$ cat src/rtl/srs_pkg.sv
// shared types and constants for the shutter relay sequencer
// used by srs_ctrl, srs_datapath and shutter_relay_sequencer; no dependencies

package srs_pkg;

    // default number of shutter channels
    localparam int CHANNELS_DEF = 4;

    // maximum phase evaluations per channel and tick
    localparam int EVALS_PER_TICK = 6;

    // field widths
    localparam int OP_W      = 2;
    localparam int CHAN_W    = 2;
    localparam int DIR_W     = 2;
    localparam int WAIT_W    = 8;
    localparam int CFG_IDX_W = 1;
    localparam int CFG_W     = 8;
    localparam int PHASE_W   = 3;
    localparam int MASK_W    = 4;
    localparam int S_DATA_W  = 8;
    localparam int M_DATA_W  = 24;

    // operation codes
    localparam logic [OP_W-1:0] OP_TICK   = 2'd0;
    localparam logic [OP_W-1:0] OP_DRIVE  = 2'd1;
    localparam logic [OP_W-1:0] OP_ENABLE = 2'd2;

    // direction codes
    localparam logic [DIR_W-1:0] DIR_STOP = 2'd0;
    localparam logic [DIR_W-1:0] DIR_UP   = 2'd1;
    localparam logic [DIR_W-1:0] DIR_DOWN = 2'd2;

    // phase codes of the per-channel machine
    localparam logic [PHASE_W-1:0] PH_STOPPED      = 3'd0;
    localparam logic [PHASE_W-1:0] PH_DIR          = 3'd1;
    localparam logic [PHASE_W-1:0] PH_POWER        = 3'd2;
    localparam logic [PHASE_W-1:0] PH_DRIVE        = 3'd3;
    localparam logic [PHASE_W-1:0] PH_REMOVE_POWER = 3'd4;
    localparam logic [PHASE_W-1:0] PH_REMOVE_DIR   = 3'd5;

    // configuration register indexes and reset values
    localparam logic [CFG_IDX_W-1:0] REG_DIR_SETTLE    = 1'd0;
    localparam logic [CFG_IDX_W-1:0] REG_POWER_RELEASE = 1'd1;
    localparam logic [CFG_W-1:0]     DIR_SETTLE_RST    = 8'd10;
    localparam logic [CFG_W-1:0]     POWER_RELEASE_RST = 8'd10;

    // commands from controller to datapath
    typedef struct packed {
        logic load;      // latch input item, clear events, set index
        logic apply;     // apply drive or enable command
        logic eval;      // one phase evaluation at current index
        logic idx_inc;   // move to next channel
        logic idx_chan;  // point index at the addressed channel
        logic load_out;  // load the result register
    } srs_cmd_t;

    // status from datapath to controller
    typedef struct packed {
        logic cont;       // evaluation chains into another one
        logic last_chan;  // index is at the last channel
    } srs_status_t;

endpackage

$ cat src/rtl/srs_datapath.sv
// per-channel state, phase evaluation unit, command application and result register
// depends on srs_pkg

module srs_datapath #(
    parameter int CHANNELS = srs_pkg::CHANNELS_DEF
) (
    input  logic                            aclk,
    input  logic                            aresetn,
    input  logic [srs_pkg::S_DATA_W-1:0]    in_data,
    input  logic                            cfg_we,
    input  logic [srs_pkg::CFG_IDX_W-1:0]   cfg_index,
    input  logic [srs_pkg::CFG_W-1:0]       cfg_wdata,
    input  srs_pkg::srs_cmd_t               cmd,
    output srs_pkg::srs_status_t            status,
    output logic [srs_pkg::M_DATA_W-1:0]    out_data
);

    localparam int IDXW  = (CHANNELS > 1) ? $clog2(CHANNELS) : 1;
    localparam int MASKN = (CHANNELS < srs_pkg::MASK_W) ? CHANNELS : srs_pkg::MASK_W;

    // per-channel state
    logic [srs_pkg::PHASE_W-1:0] phase_reg   [CHANNELS];
    logic [srs_pkg::DIR_W-1:0]   cur_reg     [CHANNELS];
    logic [srs_pkg::DIR_W-1:0]   pend_reg    [CHANNELS];
    logic [srs_pkg::WAIT_W-1:0]  wait_reg    [CHANNELS];
    logic                        enabled_reg [CHANNELS];
    logic                        power_reg   [CHANNELS];
    logic                        dirrel_reg  [CHANNELS];

    // latched input item
    logic [srs_pkg::OP_W-1:0]   op_reg;
    logic [srs_pkg::CHAN_W-1:0] chan_reg;
    logic [srs_pkg::DIR_W-1:0]  dir_reg;
    logic                       en_reg;

    logic [srs_pkg::CFG_W-1:0]  settle_reg;
    logic [srs_pkg::CFG_W-1:0]  release_reg;
    logic [IDXW-1:0]            idx_reg;
    logic [IDXW-1:0]            idx_next;
    logic [srs_pkg::MASK_W-1:0] started_reg;
    logic [srs_pkg::MASK_W-1:0] stopped_reg;
    logic [srs_pkg::MASK_W-1:0] started_next;
    logic [srs_pkg::MASK_W-1:0] stopped_next;
    logic [srs_pkg::M_DATA_W-1:0] out_reg;

    // channel decode for the incoming and the latched item
    logic [4:0]      in_chan_w;
    logic            in_chan_ok;
    logic [IDXW-1:0] in_chan_idx;
    logic [4:0]      chan_w;
    logic            chan_ok;
    logic [IDXW-1:0] chan_idx;
    logic [4:0]      idx_w;

    assign in_chan_w   = 5'(in_data[3:2]);
    assign in_chan_ok  = in_chan_w < 5'(CHANNELS);
    assign in_chan_idx = in_chan_ok ? in_chan_w[IDXW-1:0] : '0;
    assign chan_w      = 5'(chan_reg);
    assign chan_ok     = chan_w < 5'(CHANNELS);
    assign chan_idx    = chan_ok ? chan_w[IDXW-1:0] : '0;
    assign idx_w       = 5'(idx_reg);

    // state of the selected channel
    logic [srs_pkg::PHASE_W-1:0] ph;
    logic [srs_pkg::DIR_W-1:0]   cd;
    logic [srs_pkg::DIR_W-1:0]   pd;
    logic [srs_pkg::WAIT_W-1:0]  wc;
    logic                        pr;
    logic                        dr;
    logic                        enf;

    assign ph  = phase_reg[idx_reg];
    assign cd  = cur_reg[idx_reg];
    assign pd  = pend_reg[idx_reg];
    assign wc  = wait_reg[idx_reg];
    assign pr  = power_reg[idx_reg];
    assign dr  = dirrel_reg[idx_reg];
    assign enf = enabled_reg[idx_reg];

    // phase evaluation unit
    logic [srs_pkg::PHASE_W-1:0] ph_n;
    logic [srs_pkg::DIR_W-1:0]   cd_n;
    logic [srs_pkg::WAIT_W-1:0]  wc_n;
    logic                        pr_n;
    logic                        dr_n;
    logic                        ev_start;
    logic                        ev_stop;
    logic                        cont;
    logic                        changed;

    always_comb begin
        ph_n     = ph;
        cd_n     = cd;
        wc_n     = wc;
        pr_n     = pr;
        dr_n     = dr;
        ev_start = 1'b0;
        ev_stop  = 1'b0;
        cont     = 1'b0;
        changed  = cd != pd;
        case (ph)
            srs_pkg::PH_STOPPED: begin
                if (changed) begin
                    cd_n = pd;
                    if (pd != srs_pkg::DIR_STOP) begin
                        ph_n = srs_pkg::PH_DIR;
                        wc_n = '0;
                        cont = 1'b1;
                    end
                end
            end
            srs_pkg::PH_DIR: begin
                if (changed) begin
                    // abort while settling never reaches the power phase
                    ph_n = (wc != '0) ? srs_pkg::PH_REMOVE_DIR : srs_pkg::PH_STOPPED;
                    cont = 1'b1;
                end else if (wc == '0 && cd != srs_pkg::DIR_UP && cd != srs_pkg::DIR_DOWN) begin
                    // invalid direction forces power off
                    cd_n = srs_pkg::DIR_STOP;
                    ph_n = srs_pkg::PH_REMOVE_POWER;
                    wc_n = '0;
                    cont = 1'b1;
                end else begin
                    if (wc == '0) begin
                        dr_n = (cd == srs_pkg::DIR_DOWN);
                    end
                    if (wc >= settle_reg) begin
                        wc_n = '0;
                        ph_n = srs_pkg::PH_POWER;
                        cont = 1'b1;
                    end else begin
                        wc_n = wc + 8'd1;
                    end
                end
            end
            srs_pkg::PH_POWER: begin
                if (changed) begin
                    ph_n = srs_pkg::PH_REMOVE_DIR;
                    cont = 1'b1;
                end else begin
                    pr_n     = 1'b1;
                    ph_n     = srs_pkg::PH_DRIVE;
                    ev_start = 1'b1;
                end
            end
            srs_pkg::PH_DRIVE: begin
                if (changed) begin
                    ph_n = srs_pkg::PH_REMOVE_POWER;
                    wc_n = '0;
                    cont = 1'b1;
                end
            end
            srs_pkg::PH_REMOVE_POWER: begin
                if (wc == '0) begin
                    pr_n    = 1'b0;
                    ev_stop = 1'b1;
                end
                if (wc >= release_reg) begin
                    wc_n = '0;
                    ph_n = srs_pkg::PH_REMOVE_DIR;
                    cont = 1'b1;
                end else begin
                    wc_n = wc + 8'd1;
                end
            end
            srs_pkg::PH_REMOVE_DIR: begin
                dr_n = 1'b0;
                ph_n = srs_pkg::PH_STOPPED;
                cont = 1'b1;
            end
            default: begin
                cont = 1'b0;
            end
        endcase
    end

    assign status.cont      = cont;
    assign status.last_chan = idx_reg == IDXW'(CHANNELS - 1);

    // drive and enable commands for the addressed channel
    logic                      cmd_pend_we;
    logic [srs_pkg::DIR_W-1:0] cmd_pend_val;

    always_comb begin
        cmd_pend_we  = 1'b0;
        cmd_pend_val = dir_reg;
        if (chan_ok) begin
            if (op_reg == srs_pkg::OP_DRIVE) begin
                cmd_pend_we = enf;
            end else if (op_reg == srs_pkg::OP_ENABLE) begin
                cmd_pend_we  = enf && !en_reg;
                cmd_pend_val = srs_pkg::DIR_STOP;
            end
        end
    end

    // index and event masks
    always_comb begin
        idx_next     = idx_reg;
        started_next = started_reg;
        stopped_next = stopped_reg;
        if (cmd.load) begin
            idx_next     = (in_data[1:0] == srs_pkg::OP_TICK) ? '0 : in_chan_idx;
            started_next = '0;
            stopped_next = '0;
        end else begin
            if (cmd.idx_inc) begin
                idx_next = idx_reg + IDXW'(1);
            end else if (cmd.idx_chan) begin
                idx_next = chan_idx;
            end
            if (cmd.eval && idx_w < 5'(srs_pkg::MASK_W)) begin
                if (ev_start) begin
                    started_next[idx_w[1:0]] = 1'b1;
                end
                if (ev_stop) begin
                    stopped_next[idx_w[1:0]] = 1'b1;
                end
            end
        end
    end

    // control registers, configuration and channel state
    always_ff @(posedge aclk) begin
        if (!aresetn) begin
            settle_reg  <= srs_pkg::DIR_SETTLE_RST;
            release_reg <= srs_pkg::POWER_RELEASE_RST;
            idx_reg     <= '0;
            started_reg <= '0;
            stopped_reg <= '0;
            for (int i = 0; i < CHANNELS; i++) begin
                phase_reg[i]   <= srs_pkg::PH_STOPPED;
                cur_reg[i]     <= srs_pkg::DIR_STOP;
                pend_reg[i]    <= srs_pkg::DIR_STOP;
                wait_reg[i]    <= '0;
                enabled_reg[i] <= 1'b0;
                power_reg[i]   <= 1'b0;
                dirrel_reg[i]  <= 1'b0;
            end
        end else begin
            idx_reg     <= idx_next;
            started_reg <= started_next;
            stopped_reg <= stopped_next;
            if (cfg_we && cfg_index == srs_pkg::REG_DIR_SETTLE) begin
                settle_reg <= cfg_wdata;
            end
            if (cfg_we && cfg_index == srs_pkg::REG_POWER_RELEASE) begin
                release_reg <= cfg_wdata;
            end
            if (cmd.eval) begin
                phase_reg[idx_reg]  <= ph_n;
                cur_reg[idx_reg]    <= cd_n;
                wait_reg[idx_reg]   <= wc_n;
                power_reg[idx_reg]  <= pr_n;
                dirrel_reg[idx_reg] <= dr_n;
            end
            if (cmd.apply) begin
                if (cmd_pend_we) begin
                    pend_reg[idx_reg] <= cmd_pend_val;
                end
                if (chan_ok && op_reg == srs_pkg::OP_ENABLE) begin
                    enabled_reg[idx_reg] <= en_reg;
                end
            end
        end
    end

    // input item latch
    always_ff @(posedge aclk) begin
        if (cmd.load) begin
            op_reg   <= in_data[1:0];
            chan_reg <= in_data[3:2];
            dir_reg  <= in_data[5:4];
            en_reg   <= in_data[6];
        end
    end

    // result assembly
    logic [srs_pkg::MASK_W-1:0] pmask;
    logic [srs_pkg::MASK_W-1:0] dmask;
    logic                       idle;
    logic [srs_pkg::DIR_W-1:0]  rep;

    always_comb begin
        pmask = '0;
        dmask = '0;
        idle  = 1'b1;
        for (int i = 0; i < MASKN; i++) begin
            pmask[i] = power_reg[i];
            dmask[i] = dirrel_reg[i];
        end
        for (int i = 0; i < CHANNELS; i++) begin
            if (!(phase_reg[i] == srs_pkg::PH_STOPPED && cur_reg[i] == srs_pkg::DIR_STOP)) begin
                idle = 1'b0;
            end
        end
        // pending direction shows while the current direction is stop
        rep = (cd == srs_pkg::DIR_STOP) ? pd : cd;
        if (rep != srs_pkg::DIR_UP && rep != srs_pkg::DIR_DOWN) begin
            rep = srs_pkg::DIR_STOP;
        end
        if (!chan_ok) begin
            rep = srs_pkg::DIR_STOP;
        end
    end

    always_ff @(posedge aclk) begin
        if (cmd.load_out) begin
            out_reg <= {5'd0, rep, idle, stopped_reg, started_reg, dmask, pmask};
        end
    end

    assign out_data = out_reg;

endmodule

$ cat src/rtl/srs_ctrl.sv
// controller state machine: accepts items, steps the evaluation unit over channels
// and phases, and hands results to the output register; depends on srs_pkg

module srs_ctrl (
    input  logic                 aclk,
    input  logic                 aresetn,
    input  logic                 s_tvalid,
    output logic                 s_tready,
    input  logic                 in_is_tick,
    output logic                 m_tvalid,
    input  logic                 m_tready,
    output srs_pkg::srs_cmd_t    cmd,
    input  srs_pkg::srs_status_t status
);

    typedef enum logic [3:0] {
        S_IDLE   = 4'b0001,
        S_CMD    = 4'b0010,
        S_EVAL   = 4'b0100,
        S_REPORT = 4'b1000
    } state_t;

    localparam logic [2:0] LAST_EVAL = 3'(srs_pkg::EVALS_PER_TICK - 1);

    state_t     state_reg, state_next;
    logic [2:0] cnt_reg, cnt_next;
    logic       out_valid_reg, out_valid_next;
    logic       out_free;

    assign out_free = !out_valid_reg || m_tready;
    assign s_tready = state_reg == S_IDLE;
    assign m_tvalid = out_valid_reg;

    // next state and commands
    always_comb begin
        state_next     = state_reg;
        cnt_next       = cnt_reg;
        out_valid_next = out_valid_reg && !m_tready;
        cmd            = '0;
        case (state_reg)
            S_IDLE: begin
                if (s_tvalid) begin
                    cmd.load   = 1'b1;
                    cnt_next   = '0;
                    state_next = in_is_tick ? S_EVAL : S_CMD;
                end
            end
            S_CMD: begin
                cmd.apply  = 1'b1;
                state_next = S_REPORT;
            end
            S_EVAL: begin
                cmd.eval = 1'b1;
                if (status.cont && cnt_reg != LAST_EVAL) begin
                    cnt_next = cnt_reg + 3'd1;
                end else begin
                    cnt_next = '0;
                    if (status.last_chan) begin
                        cmd.idx_chan = 1'b1;
                        state_next   = S_REPORT;
                    end else begin
                        cmd.idx_inc = 1'b1;
                    end
                end
            end
            S_REPORT: begin
                if (out_free) begin
                    cmd.load_out   = 1'b1;
                    out_valid_next = 1'b1;
                    state_next     = S_IDLE;
                end
            end
            default: begin
                state_next = S_IDLE;
            end
        endcase
    end

    always_ff @(posedge aclk) begin
        if (!aresetn) begin
            state_reg     <= S_IDLE;
            cnt_reg       <= '0;
            out_valid_reg <= 1'b0;
        end else begin
            state_reg     <= state_next;
            cnt_reg       <= cnt_next;
            out_valid_reg <= out_valid_next;
        end
    end

    // evaluation count stays within the per-tick bound
    a_cnt_bound: assert property (@(posedge aclk) disable iff (!aresetn)
        state_reg == S_EVAL |-> cnt_reg <= LAST_EVAL)
        else $error("evaluation count out of range");

    // a waiting result is never overwritten
    a_no_overwrite: assert property (@(posedge aclk) disable iff (!aresetn)
        (state_reg == S_REPORT && out_valid_reg && !m_tready) |=> state_reg == S_REPORT)
        else $error("result register overwritten");

    // an accepted item always leads to work before the next accept
    a_accept_busy: assert property (@(posedge aclk) disable iff (!aresetn)
        (s_tvalid && s_tready) |=> state_reg != S_IDLE)
        else $error("controller idle right after transfer");

    // a result is loaded only into a free output register
    a_load_free: assert property (@(posedge aclk) disable iff (!aresetn)
        cmd.load_out |-> (!out_valid_reg || m_tready))
        else $error("result load while output busy");

endmodule

$ cat src/rtl/shutter_relay_sequencer.sv
// top level of the shutter relay sequencer: stream ports, configuration port,
// controller and datapath; depends on srs_pkg, srs_ctrl and srs_datapath

// A drive or enable item goes from transfer to result in order: accept, apply,
// load of the result register, held off while an earlier result waits.
// A tick runs one shared phase evaluation unit once per cycle, channel after
// channel, each channel taking 1 to 6 evaluations as its phases chain. The next
// item is taken the cycle after its predecessor's result is loaded, while that
// result may still wait on the output. Writes to the two timing registers take
// effect at once and belong in idle periods. Only channels 0 to 3 appear in the
// result masks.

module shutter_relay_sequencer #(
    parameter int CHANNELS = srs_pkg::CHANNELS_DEF
) (
    input  logic                            aclk,
    input  logic                            aresetn,
    // input stream
    input  logic                            s_tvalid,
    output logic                            s_tready,
    // op [1:0], channel [3:2], direction [5:4], enable_value [6], zero [7]
    input  logic [srs_pkg::S_DATA_W-1:0]    s_tdata,
    // result stream
    output logic                            m_tvalid,
    input  logic                            m_tready,
    // power_mask [3:0], dir_mask [7:4], started_mask [11:8], stopped_mask [15:12],
    // all_idle [16], reported_direction [18:17], zero [23:19]
    output logic [srs_pkg::M_DATA_W-1:0]    m_tdata,
    // configuration write port
    input  logic                            cfg_we,
    input  logic [srs_pkg::CFG_IDX_W-1:0]   cfg_index,
    input  logic [srs_pkg::CFG_W-1:0]       cfg_wdata
);

    srs_pkg::srs_cmd_t    cmd;
    srs_pkg::srs_status_t status;
    logic                 in_is_tick;

    assign in_is_tick = s_tdata[1:0] == srs_pkg::OP_TICK;

    // sequencing control
    srs_ctrl u_ctrl (
        .aclk       (aclk),
        .aresetn    (aresetn),
        .s_tvalid   (s_tvalid),
        .s_tready   (s_tready),
        .in_is_tick (in_is_tick),
        .m_tvalid   (m_tvalid),
        .m_tready   (m_tready),
        .cmd        (cmd),
        .status     (status)
    );

    // channel state and evaluation
    srs_datapath #(
        .CHANNELS (CHANNELS)
    ) u_datapath (
        .aclk      (aclk),
        .aresetn   (aresetn),
        .in_data   (s_tdata),
        .cfg_we    (cfg_we),
        .cfg_index (cfg_index),
        .cfg_wdata (cfg_wdata),
        .cmd       (cmd),
        .status    (status),
        .out_data  (m_tdata)
    );

endmodule
$ cat config.mk
export PLATFORM = sky130hd
export DESIGN_NAME = shutter_relay_sequencer
export DESIGN_NICKNAME = d
export VERILOG_FILES = /design/src/rtl/srs_pkg.sv /design/src/rtl/srs_datapath.sv /design/src/rtl/srs_ctrl.sv /design/src/rtl/shutter_relay_sequencer.sv
export SDC_FILE = /design/constraint.sdc
export NUM_CORES = 1
export LEC_CHECK = 0
export BUFFER_PORTS_ARGS = -buffer_cell sky130_fd_sc_hd__buf_4
export CORE_MARGIN = 2
export CORE_UTILIZATION = 65
export CTS_BUF_LIST = sky130_fd_sc_hd__clkbuf_8
export DETAILED_ROUTE_END_ITERATION = 8
export GPL_TIMING_DRIVEN = 1
export PLACE_DENSITY = 0.95
export SLEW_MARGIN = 20
export SYNTH_ARGS = -nofsm -noshare
export SYNTH_HDL_FRONTEND = slang
export SYNTH_SLANG_ARGS = --single-unit
$ cat constraint.sdc
create_clock -name aclk -period 8.59 [get_ports aclk]
set_input_delay 1.718 -clock aclk [delete_from_list [all_inputs] [get_ports aclk]]
set_output_delay 1.718 -clock aclk [all_outputs]
set_load 0.1 [all_outputs]
* Word-level counts from Yosys, hierarchy flattened
Memory sizes are Yosys's and may differ from the RTL's. A register that Yosys moved wholly into a read port is not among the register bits.
Index checks and enable logic that the tools add are counted.
** Word-level totals
- RAM bits :: 72
- Flip-flop bits (word level) :: 60
- Output and inout port bits :: 26
- Word-level logic and storage cells :: 239
- Memories :: 7
- Input port bits :: 22
** Memories
- u_datapath.wait_reg :: words 4, bits a word 8, read ports 1, clocked after Yosys merged registers in 1, wr ports 4, line srs_datapath.sv:25 : logic [srs_pkg::WAIT_W-1:0] wait_reg [CHANNELS];
- u_datapath.phase_reg :: words 4, bits a word 3, read ports 5, clocked after Yosys merged registers in 1, wr ports 4, line srs_datapath.sv:22 : logic [srs_pkg::PHASE_W-1:0] phase_reg [CHANNELS];
- u_datapath.cur_reg :: words 4, bits a word 2, read ports 5, clocked after Yosys merged registers in 1, wr ports 4, line srs_datapath.sv:23 : logic [srs_pkg::DIR_W-1:0] cur_reg [CHANNELS];
- u_datapath.pend_reg :: words 4, bits a word 2, read ports 1, clocked after Yosys merged registers in 1, wr ports 4, line srs_datapath.sv:24 : logic [srs_pkg::DIR_W-1:0] pend_reg [CHANNELS];
- u_datapath.dirrel_reg :: words 4, bits a word 1, read ports 4, clocked after Yosys merged registers in 4, wr ports 4, line srs_datapath.sv:28 : logic dirrel_reg [CHANNELS];
- u_datapath.enabled_reg :: words 4, bits a word 1, read ports 1, clocked after Yosys merged registers in 1, wr ports 4, line srs_datapath.sv:26 : logic enabled_reg [CHANNELS];
- 1 more memories
** Operators by class
- Reductions and logical operators :: 52
- Equality and inequality tests :: 30
- Bitwise operators :: 5
- $lt $le $gt $ge :: 7
- $add $sub $neg :: 3
- Muxes and demuxes :: 120
** Operators by type and width (number)
- $mux 2 :: 33
- $mux 8 :: 8
- $mux 1 :: 52
- $mux 3 :: 14
- $pmux 8 s4 :: 1
- $ne 2x2->1 const B :: 10
- $pmux 3 s6 :: 1
- $ge 8x8->1 :: 2
- $mux 4 :: 4
- $pmux 4 s4 :: 1
- $logic_and 1x1->1 :: 15
- $logic_not 3->1 :: 5
- $logic_not 2->1 :: 6
- $lt 2x3->1 const B :: 4
- $reduce_or 2->1 :: 5
- $add 8x1->8 const B :: 1
- $logic_not 8->1 :: 1
- $or 4x4->4 :: 2
- $reduce_and 4->1 :: 2
- $reduce_bool 8->1 :: 1
- $reduce_or 8->1 :: 1
- $eq 2x2->1 const B :: 3
- $eq 3x2->1 const B :: 2
- $eq 3x3->1 const B :: 2
- other kinds (28) :: 41

* Longest topological paths before layout
- Depth in word-level cells :: 15
- Mapped depth :: 12
- Depth with buffers taken out :: 10

* Cells and area by module
Synthesis repeated with hierarchy kept, for this count alone.
** Unflattened totals
- Cell total of the unflattened synthesis :: 614
- Area, all modules :: 6786.5 um^2
** By module, submodules not included
- srs_datapath :: cells an instance 553, area each 6242.2 um^2, sequential area each 3413.3 um^2, times used 1
- srs_ctrl :: cells an instance 60, area each 540.5 um^2, sequential area each 160.2 um^2, times used 1
- shutter_relay_sequencer :: cells an instance 1, area each 3.8 um^2, sequential area each 0.0 um^2, times used 1

* Least setup slack after synthesis
No wires, ideal clock.
- Path type :: input-to-reg
- Start :: input aresetn
- End :: memory u_datapath.cur_reg[3][0] in the netlist's numbering, enable pin
- Setup slack :: 5.192 ns
- Buffers on the path :: 3
- Arrival :: 2.969 ns
- Stages :: 4
- Data required time :: 8.162 ns
- Setup time :: 0.428 ns
- Cells stage by stage :: clkbuf_1 > clkbuf_1 > clkbuf_1 > o21ai_0
** RTL lines
- start: declaration :: line shutter_relay_sequencer.sv:17 : input logic aresetn,
- end: declaration :: line srs_datapath.sv:23

==> summary.md <==
| Metric | Value |
|---|---|
| Post-synthesis sequential area ratio | `0.5479` |
| Post-synthesis mux area share | `0.07251` |
| Die Area | `~11,000 sq um` |
| Endpoints failing hold | `0` |
| FILL cells | `579` |
| Worst-path clk slew | `approximately 80 ps` |
| Total CTS buffers | `17` |
| Final min period | `3867 ps` |
| Fmax | `around 260 MHz` |
| Xor/xnor share of the synthesized area | `0.004028` |
| Number of flip-flops in the largest register | `32` |
| Yosys warns | `0` |
| CTS tree | `yes` |
| WP data required | `roughly 9000 ps` |
| Hold depth | `0` |
| Ys async rst share | `0` |
| Antenna violations before repair | `0` |
| DR WL/cell | `a little under 20 microns` |
| Main synth FF type | `edfxtp_1` |
| Max Cap Viol | `0` |
| Compound-cell area share of the yosys netlist | `0.1207` |
| Status | `complete, no violations` |
| RSZ-0062 raised after global routing | `no` |
| Remaining Overflow, GRT | `0` |
| Clock Latency Late Sink | `about 460 ps` |
| HP Class | `reg -> reg` |
| Width of the die | `about 100 microns` |
| R2R depth | `9` |
| Reg2reg end | `u_datapath.phase_reg[0][0]$_SDFFCE_PN0P_` |
| Post-synth EDFFs | `a little under 90` |
| Worst setup SP type | `flip-flop` |
| Layout cell share with drive strength beyond 1 | `0.1612` |
| Antenna cells | `0` |
| CP arrival | `4170 ps` |
| Least-Margin Pin Slew | `879.6 ps` |
| Critical path capture point type | `flip-flop` |
| Max Slew Vio Count | `0` |
| CTS max path bufs | `2` |
| Gpl congestion | `around 0.95` |
| Via count | `5,022` |
| Non-Filler Instances | `between 700 and 800` |
| Routed Antenna Nets | `0` |
| Vias per cell | `~6.5` |
| Largest area contributor in the synthesized netlist | `edfxtp_1` |
| Netlist cell types | `69` |
| Final Util | `0.7520` |
| # port buffers | `a little over 40` |
| Mapped Cells | `approximately 590` |
| Placement Cell Area | `around 6900 sq um` |
| Clock Skews | `between 10 and 15 ps` |
| Final period util | `0.4501` |
| H-tree depth | `4` |
| Max FO, Critical Path | `16` |
| Share of the synthesized area in the top cell type | `0.4097` |
| Vias in the first global route | `4,961` |
| Global-route wire length before repair | `~25,000 microns` |
| Worst VDD drop | `around 310 uV` |
| Most common library cells after synthesis | `edfxtp_1 (89), nor2_1 (69), nand2_1 (67), dfxtp_1 (45), inv_1 (33)` |
| Core area | `~10000 sq um` |
| Register bit total from synthesis | `roughly 130` |
| Hold Path Origin | `u_datapath.dirrel_reg[3]$_DFFE_PP_` |
| Critical path class | `reg -> reg` |
| Final setup fails | `0` |
| Postcts setup bufs | `0` |
| Synth Area in Adders | `0.04604` |
| Synth Area in Simple Gates | `0.1673` |
| Overall Global Routing Usage | `0.2931` |
| Drt initial violations | `732` |
| DR DRC count | `0` |
| Hold Path Sink | `m_tdata[7]$_DFFE_PP_` |
| Pwr Total | `about 1.9 mW` |
| Starting Density | `0.6673` |
| Rows | `36` |
| Dpl cells | `about 750` |
| Dpl hpwl | `9446 microns` |
| Synth area leaders | `edfxtp_1 (41%), dfxtp_1 (14%), ha_1 (4.6%)` |
| Nets@finish | `between 600 and 700` |
| Post-CTS sizing | `0` |
| Cell area after layout | `between 7000 and 8000 sq um` |
| Setup tns final | `0 ps` |
| # clock sinks | `134` |
| First-pass detailed-route iteration total | `9` |
| Top-count cell post-synth | `edfxtp_1` |
| Main combinational cell family by area after synthesis | `simple AND/OR/NAND/NOR gates` |
| Largest net degree at the start of global routing | `55` |
| Mapped cell area | `between 6000 and 7000 sq um` |
| Area growth syn-to-layout | `12.70%` |
| Hold-fix buffers at CTS | `0` |
| Top-Level Pins | `48` |
| Die Y | `between 100 and 150 microns` |
| Clock root buffer | `clkbuf_8` |
| Cell Pwr Density | `around 260 nW/um^2` |
| Worst rel slew slack | `0.4128` |
| R2r setup slk | `between 4000 and 5000 ps` |
| Leakage power total | `between 2 and 3 nW` |
| WL final | `15,070 microns` |
| Synthesized area per cell | `around 11 sq um` |
==> cell families (layout without fill, tap and decap cells) <==
logic type	count (synthesis)	in the layout
simple gates	226	226
flops	134	134
compound gates	116	116
buf+inv	59	113
fa+ha+maj	24	24
mux	24	24
xor+xnor	3	3
other cells	1	5
==> per-stage QoR <==
stage	setup slack [ps]	hold slack [ps]
2_1_floorplan	5192	400.3
3_3_place_gp	4660	410.9
3_5_place_dp	4584	404.5
4_1_cts	4867	423.8
5_1_grt	4656	448.0
6_report	4723	423.8
==> worst max path at each step <==
stage,start,end,slack (ps)
6_report,flip-flop,u_datapath.phase_reg[0][0]$_SDFFCE_PN0P_,4720
5_1_grt,flip-flop,u_datapath.phase_reg[2][0]$_SDFFCE_PN0P_,4660
4_1_cts,flip-flop,u_datapath.phase_reg[0][0]$_SDFFCE_PN0P_,4870
3_5_place_dp,aresetn,u_datapath.cur_reg[2][0]$_SDFFCE_PN0P_,4580
3_3_place_gp,aresetn,u_datapath.wait_reg[1][1]$_SDFFCE_PN0P_,4660
2_1_floorplan,aresetn,u_datapath.cur_reg[3][0]$_DFFE_PP_,5190
==> report_power, final <==
part / switching (mW) / internal [mW]
combinational: 0.401 / 0.171
sequential: 0.0406 / 0.733
clock: 0.257 / 0.317
total: 0.698 / 1.22
==> area by class of cell <==
class / instances / area (sq um) / share of cell area
sequential: 134 / 3573 / 0.4861
multi-input combinational: 398 / 2696 / 0.3668
timing repair buffer: 46 / 345.3 / 0.04698
clock buffer: 17 / 234.0 / 0.03183
clock inverter: 15 / 203.9 / 0.02774
tap: 133 / 166.4 / 0.02264
inverter: 35 / 131.4 / 0.01787
==> critical path, stage by stage, from the launching register on <==
cell,delay (ps)
dfxtp_1,900
mux4_2,540
ha_1,360
and3_1,200
a221o_1,320
a21oi_1,380
o221ai_1,250
a21boi_0,300
o21ai_0,270
nor2_1,190
==> cells in the final DEF, fill, tap and decap left out, types with 6 or more instances in the layout <==
master | synthesis | layout
a31oi_1 | 6 | 6
mux2i_1 | 6 | 6
mux4_2 | 9 | 9
a21oi_1 | 32 | 32
buf_4 | 5 | 46
nor2_1 | 69 | 69
a21boi_0 | 14 | 14
nand3_1 | 16 | 16
clkbuf_8 | 0 | 17
nor3_1 | 14 | 14
nor2b_1 | 16 | 16
o21ai_0 | 20 | 20
ha_1 | 24 | 24
and3_1 | 6 | 6
inv_1 | 33 | 33
dfxtp_1 | 45 | 45
nand2b_1 | 6 | 6
o31ai_1 | 6 | 6
nand2_1 | 67 | 67
edfxtp_1 | 89 | 89
o211ai_1 | 8 | 8
nor4_1 | 7 | 7
mux4_1 | 7 | 7
==> per-layer routing <==
layer | share of wire | track usage
met3 | 0.097 | 0.07080
met4 | 0.043 | 0.1467
met1 | 0.37 | 0.3633
met5 | 0 | 0
met2 | 0.49 | 0.4831
Power figures use the tool's default switching activity.
